`src/hw/rtl/dvc_pkg.sv`:
```
`timescale 1ns / 1ps
// ----------------------------------------------------------------------------
// Distinct value counter package
// Sizes of the table, the counters and the token that moves down the cells.
// ----------------------------------------------------------------------------
package dvc_pkg;

  // Number of table entries, one per cell.
  localparam int unsigned TABLE_DEPTH = 64;
  // Width of each occurrence counter.
  localparam int unsigned COUNT_BITS  = 16;
  // Width of the data values.
  localparam int unsigned VALUE_BITS  = 32;

  // Derived widths.
  localparam int unsigned IDX_W   = (TABLE_DEPTH > 1) ? $clog2(TABLE_DEPTH) : 1;
  localparam int unsigned TOTAL_W = $clog2(TABLE_DEPTH + 1);

  localparam logic [COUNT_BITS-1:0] COUNT_MAX = '1;
  localparam logic [COUNT_BITS-1:0] COUNT_ONE = COUNT_BITS'(1);

  // One search request together with the partial result it has gathered.
  typedef struct packed {
    logic                         valid;
    logic signed [VALUE_BITS-1:0] value;
    logic                         last;
    logic                         found;
    logic                         is_new;
    logic [IDX_W-1:0]             idx;
    logic [COUNT_BITS-1:0]        cnt;
    logic [TOTAL_W-1:0]           total;
  } token_t;

endpackage

```
`src/hw/rtl/dvc_cell.sv`:
```
`timescale 1ns / 1ps
// ----------------------------------------------------------------------------
// Distinct value counter cell
// Holds one table entry, matches or claims it for a passing token, and
// hands the token on to the next cell through a register.
// ----------------------------------------------------------------------------
module dvc_cell
  import dvc_pkg::*;
(
  input  logic             clk_i,
  input  logic             rst_ni,
  input  logic             advance_i,
  input  logic [IDX_W-1:0] cell_idx_i,
  input  token_t           tok_i,
  output token_t           tok_o
);

  logic signed [VALUE_BITS-1:0] value_q;
  logic [COUNT_BITS-1:0]        count_q;
  logic                         occupied_q, occupied_d;
  logic                         tok_valid_q;
  token_t                       tok_d, tok_q;

  logic                  act;
  logic                  hit;
  logic                  claim;
  logic [COUNT_BITS-1:0] count_inc;

  // A held entry matches only if no earlier cell already took the token;
  // the first free cell takes a value that nothing matched.
  assign act       = tok_i.valid && advance_i;
  assign hit       = occupied_q && (value_q == tok_i.value) && !tok_i.found;
  assign claim     = !occupied_q && !tok_i.found;
  assign count_inc = (count_q == COUNT_MAX) ? count_q : count_q + COUNT_ONE;

  // Partial result handed to the next cell.
  always_comb begin
    tok_d        = tok_i;
    tok_d.found  = tok_i.found | hit | claim;
    tok_d.is_new = tok_i.is_new | claim;
    tok_d.total  = tok_i.total + TOTAL_W'(occupied_q | claim);
    if (hit) begin
      tok_d.idx = cell_idx_i;
      tok_d.cnt = count_inc;
    end else if (claim) begin
      tok_d.idx = cell_idx_i;
      tok_d.cnt = COUNT_ONE;
    end
  end

  // The entry empties once a token that closes the sequence has passed.
  always_comb begin
    occupied_d = occupied_q;
    if (act) begin
      occupied_d = tok_i.last ? 1'b0 : (occupied_q | claim);
    end
  end

  // Control state.
  always_ff @(posedge clk_i or negedge rst_ni) begin
    if (!rst_ni) begin
      occupied_q  <= 1'b0;
      tok_valid_q <= 1'b0;
    end else begin
      occupied_q <= occupied_d;
      if (advance_i) begin
        tok_valid_q <= tok_i.valid;
      end
    end
  end

  // Entry contents and token payload.
  always_ff @(posedge clk_i) begin
    if (advance_i) begin
      tok_q <= tok_d;
    end
    if (act && hit) begin
      count_q <= count_inc;
    end else if (act && claim) begin
      value_q <= tok_i.value;
      count_q <= COUNT_ONE;
    end
  end

  always_comb begin
    tok_o       = tok_q;
    tok_o.valid = tok_valid_q;
  end

endmodule

```
`config.mk`:
```
export PLATFORM = sky130hd
export DESIGN_NAME = dvc_cell
export DESIGN_NICKNAME = d
export VERILOG_FILES = /design/src/hw/rtl/dvc_pkg.sv /design/src/hw/rtl/dvc_cell.sv
export SDC_FILE = /design/constraint.sdc
export NUM_CORES = 1
export LEC_CHECK = 0
export CAP_MARGIN = 5
export CORE_ASPECT_RATIO = 0.75
export CORE_UTILIZATION = 31
export CTS_CLUSTER_SIZE = 14
export DETAILED_ROUTE_END_ITERATION = 12
export DONT_BUFFER_PORTS = 1
export GPL_TIMING_DRIVEN = 1
export PLACE_DENSITY = 0.52
export SYNTH_ARGS = -nofsm -noshare
export SYNTH_HDL_FRONTEND = slang
export SYNTH_SLANG_ARGS = --single-unit
```
`constraint.sdc`:
```
create_clock -name clk_i -period 7.9 [get_ports clk_i]
set_input_delay 1.185 -clock clk_i [delete_from_list [all_inputs] [get_ports clk_i]]
set_output_delay 1.185 -clock clk_i [all_outputs]
set_load 0.005 [all_outputs]
```
# == Yosys cells after proc, flatten, opt, wreduce, memory -nomap -nowiden ==
# Index checks and enable logic that the tools add are counted.
# op_classes
eq_ne,2
add_sub_neg,2
n_reduce_logical,10
n_bitwise,6
muxes,6
# ops
operator,count
16-bit two-way mux,3
22-bit two-way mux,2
32-bit equality test,1
16-bit by 1-bit adder with 16-bit output (second input constant),1
16-bit equality test (second input constant),1
7-bit by 1-bit adder with 7-bit output,1
1-bit logical AND,6
1-bit OR,5
1-bit zero test,2
2-bit AND reduction,1
2-bit nonzero test,1
1-bit two-way mux,1
1-bit NOT,1
# totals
out_inout_bits,65
word_cells,37
reg_bits,114
inputBits,74

# == Depth between registers and ports, before layout ==
# depth
word_depth,6
ltp_mapped,8
depth_no_buf,6

# == Worst setup path before layout ==
# OpenSTA, ideal clock, no wires.
# synth_path
path_kind,input to register
start,in tok_i[30] (netlist name)
end,"reg value_q[0], enable pin"
setup_time_ns,0.421
slack_ns,4.261
stages,4
required_time_ns,7.479
arrival_ns,3.218
n_path_buf,2
path_cell_list,or2_2 > clkbuf_1 > clkbuf_1 > nor2_1
# synth_via
elab_chain_cells,5
elab_cells_between_ends,7
classes_between,1 x bitwise; 6 x reduce/logical
# synth_lines
element,line_no,rtl
from (decl),dvc_cell.sv:14,"input token_t tok_i,"
1-bit zero test *,"dvc_cell.sv:32, dvc_cell.sv:33",
1-bit logical AND,dvc_cell.sv:32,assign hit = occupied_q && (value_q == tok_i.value) && !tok_i.found;
1-bit logical AND,dvc_cell.sv:77,if (act && hit) begin
1-bit NOT (no line),-,
2-bit AND reduction (no line) *,-,
to (signal assigned),dvc_cell.sv:80,value_q <= tok_i.value;
to (decl),dvc_cell.sv:18,logic signed [VALUE_BITS-1:0] value_q;
# Mark *: on every way between the ends. The rest lies on a longest branch, timed or not.
# A chain may end at the register's enable or synchronous reset.

# == Final worst setup path ==
# layout_path
start,in tok_i[33] (netlist name)
end,"reg count_q[15], enable pin"
# layout_via
elab_chain_cells,5
# layout_lines
element,line_no,rtl
32-bit equality test,dvc_cell.sv:32,
1-bit logical AND (2 in a row),dvc_cell.sv:32,
1-bit logical AND,dvc_cell.sv:77,
2-bit nonzero test (no line),-,
to (signal assigned),dvc_cell.sv:78,count_q <= count_inc;
to (decl),dvc_cell.sv:19,logic [COUNT_BITS-1:0] count_q;
# No other way between the ends.

==> run_results.csv <==
group,metric,value,unit
run_status,status,"finished, final reports clean",
clock_tree,cts_sinks,114,
critical_path,start_kind,"input pin",
power_and_ir_drop,leakagePower,1.975,nW
sta,maxSlewViolCount,0,
power_and_ir_drop,p_seq_share,46.6,%
power_and_ir_drop,max-vdd-ir-drop,0.1280,mV
global_route,grt_max_degree,68,
synth,synthMuxAreaShare,5.618,%
floorplan,core,14740,sq um
critical_path,crit_start,"tok_i[33]",
placement,place_hpwl,6.555,mm
critical_path,slowest_delay,0.63,ns
global_route,first_global_vias,2481,
floorplan,die_width,145.2,microns
finish,layout-drive-gt1-share,13.73,%
floorplan,start_util,32.33,%
critical_path,worstSetupEndpoint,"count_q[15]$_SDFFCE_PN0P_",
global_route,grt_first_pass_wirelength,14.33,mm
finish,syn_to_final_growth,16.78,%
drt,dr.pass1.iters,5,
synth,synth_xor_area_share,7.167,%
sta,finClkSkew,0.01091,ns
critical_path,crit_path_max_fanout,16,
sta,setup-violations-final,0,
synth,synthSimpleGateAreaFrac,10.87,%
clock_tree,holdBufCountCts,0,
synth,synth-compound-area-share,1.995,%
synth,synth-seq-cells,114,
power_and_ir_drop,p_sw_share,21.14,%
sta,hold_ws,0.4687,ns
drt,wl,9.555,mm
critical_path,r2r_slack,5.35,ns
critical_path,cp_cell_sequence,"nor2b_1, a2111o_1, nor4_1, nand4_1, nand2_1, and2_1",
sta,tns,0,ns
synth,syn_inst,311,
drt,viasPerCell,4.609,
drt,vias,2466,
clock_tree,tritoncts,"built",
global_route,grt_overflow,0,
power_and_ir_drop,power_switching,0.3291,mW
power_and_ir_drop,intPower,1.228,mW
clock_tree,cts.path.max_buffers,2,
placement,portBuffers,0,
sta,rsz0062_at_grt,"false",
critical_path,reg2reg_to,"count_q[15]$_SDFFCE_PN0P_",
clock_tree,cts_resized,0,
finish,layout.nets,399,
critical_path,cp-end-kind,"flop",
clock_tree,cts_buffers,17,
drt,drt_iter0_drc,175,
synth,synth_cell_types,36,
sta,finalHoldViolations,0,
clock_tree,clock_latency,0.41,ns
floorplan,ioPinCount,139,
worst_hold_path,hold_path.class,"input pin to asynchronous set/reset pin",
finish,post-route-util,37.76,%
power_and_ir_drop,clkPwrFrac,50.3,%
floorplan,rows,38,
power_and_ir_drop,power_density,279.7,nW/um^2
synth,avgSynthCellArea,15.32,sq um
critical_path,crit_buf_inv,0,
placement,preCtsSetupSlack,4.491,ns
drt,ant_nets,0,
sta,timing.slew.headroom,32.54,%
sta,timing.fmax,338.1,MHz
synth,synth_top_family_by_area,"simple AND/OR/NAND/NOR gates",
critical_path,r2r_cells,6,
critical_path,worstPathRequired,7.93,ns
sta,worst_pin_slew,1.012,ns
critical_path,crit_path_top_delay_cell,"and2_1",
global_route,grt_usage,12.69,%
placement,gp_congestion,0.7319,
critical_path,cp_top_family,"simple AND/OR/NAND/NOR gates",
synth,synthAdderAreaFrac,0.7876,%
clock_tree,clk_pin_slew_worst_paths,0.05,ns
finish,diodes,0,
synth,synth-seq-area-share,71.62,%
synth,synth-edff-count,112,
synth,syn_area,4766,sq um
synth,synth_async_sr_flop_share,1.754,%
critical_path,path_class,"input pin to flop",
drt,post_drt_wl_per_cell,17.86,microns
run,cap_violations,0,
clock_tree,post-cts-setup-buffers,0,
finish,fillers,1391,
synth,syn-num-nets,388,
global_route,antenna_found_initial,0,
sta,fin_ws,4.942,ns
critical_path,r2r-start,"value_q[27]$_DFFE_PP_",
sta,period_needed,2.958,ns
critical_path,cp.depth,6,
power_and_ir_drop,combinationalPowerShare,3.1,%
clock_tree,cts_root_buf,"clkbuf_16",
floorplan,dieArea,15880,sq um
sta,final.period_utilization,37.44,%
synth,yosysWarnings,0,
critical_path,cp.arrival,2.99,ns
synth,synth-main-ff-cell,"edfxtp_1",
clock_tree,htreeDepth,4,
drt,drc,0,
floorplan,die_y,109.4,microns
-- final cells by class --
class                   count  area (sq um)  share of cell area, %
inverters                   7         26.28                 0.4721
multi-input cells         182          1267                  22.77
clock buffers              17         425.4                  7.644
flip-flops and latches    114          3413                  61.33
well taps                 200         250.2                  4.496
clock inverters            15         182.7                  3.282
-- metrics by stage --
stage / area, sq um / total power, mW / std cells
floorplan: 4766 / 0.7714 / 311
global placement: 4957 / 0.7871 / 503
detailed placement: 4957 / 0.7885 / 503
CTS: 5565 / 1.584 / 535
global route: 5565 / 1.621 / 535
finish: 5565 / 1.557 / 535
-- synth_stat cells, types with 2 or more instances --
cell type    n  area (sq um)
nand2b_1     8         50.05
edfxtp_1   112          3363
ha_1         3         37.54
a2111o_1     2         22.52
buf_6        2         22.52
nor2_1      25         93.84
clkbuf_1     3         11.26
nand2_1     24         90.09
or2_2        2         12.51
nand3_1     13         65.06
inv_1        7         26.28
or3_1        2         12.51
dfrtp_1      2         50.05
mux2_2       6         67.56
xor2_1       5         43.79
o221ai_1     3         26.28
nor2b_1      6         37.54
mux2i_1     20         200.2
nor3_1       5         25.02
o21ai_0      3         15.01
nand4_1      8         50.05
and3_1       3         18.77
xnor2_1     34         297.8
-- how the worst min path moves through the flow --
stage                            startpoint                       to  cells after the start
floorplan           tok_valid_q$_DFFE_PN0P_  tok_valid_q$_DFFE_PN0P_                      2
global placement    tok_valid_q$_DFFE_PN0P_  tok_valid_q$_DFFE_PN0P_                      2
detailed placement  tok_valid_q$_DFFE_PN0P_  tok_valid_q$_DFFE_PN0P_                      2
CTS                                  rst_ni  tok_valid_q$_DFFE_PN0P_                      0
global route                         rst_ni  tok_valid_q$_DFFE_PN0P_                      0
finish                               rst_ni   occupied_q$_DFFE_PN0P_                      0
-- kinds of logic (layout without fill, tap and decap cells) --
group                      after synthesis  after routing
DFF                                    114            114
and+or+nand+nor                        103            103
buffers and inverters                   15             39
adders and majority gates                3              3
muxes                                   26             26
AOI/OAI and AO/OA                       11             11
xor gates and xnor gates                39             39
-- layout by cell type (no fill, tap or decap), types with 6 or more instances in the layout --
master	n
clkbuf_16	17
edfxtp_1	112
inv_1	7
mux2_2	6
mux2i_1	20
nand2_1	24
nand2b_1	8
nand3_1	13
nand4_1	8
nor2_1	24
nor2b_1	6
xnor2_1	34
-- flip-flops by register name, summed over array words and instances (netlist names) --
name and count:
count_q 16, tok_o 64, occupied_q 1, tok_valid_q 1, value_q 32
-- routing by layer --
| metal | track usage (%) | part of all wire, % | vias up |
|---|---|---|---|
| met5 | 0 | 0 | - |
| met4 | 6.992 | 1.4 | 0 |
| met3 | 6.598 | 8.2 | 14 |
| met2 | 17.86 | 45 | 107 |
| met1 | 15.68 | 45 | 1172 |
| li1 | - | - | 1173 |
-- power by group through the flow --
stage | clock [mW] | sequential [mW] | combinational (mW)
4_1_cts | 0.807 | 0.726 | 0.0507
6_report | 0.783 | 0.725 | 0.0490
3_3_place_gp | 0 | 0.738 | 0.0486
3_5_place_dp | 0 | 0.738 | 0.0505
2_1_floorplan | 0 | 0.732 | 0.0398
5_1_grt | 0.838 | 0.728 | 0.0553
Note: power is estimated with default switching activity, not from simulation.
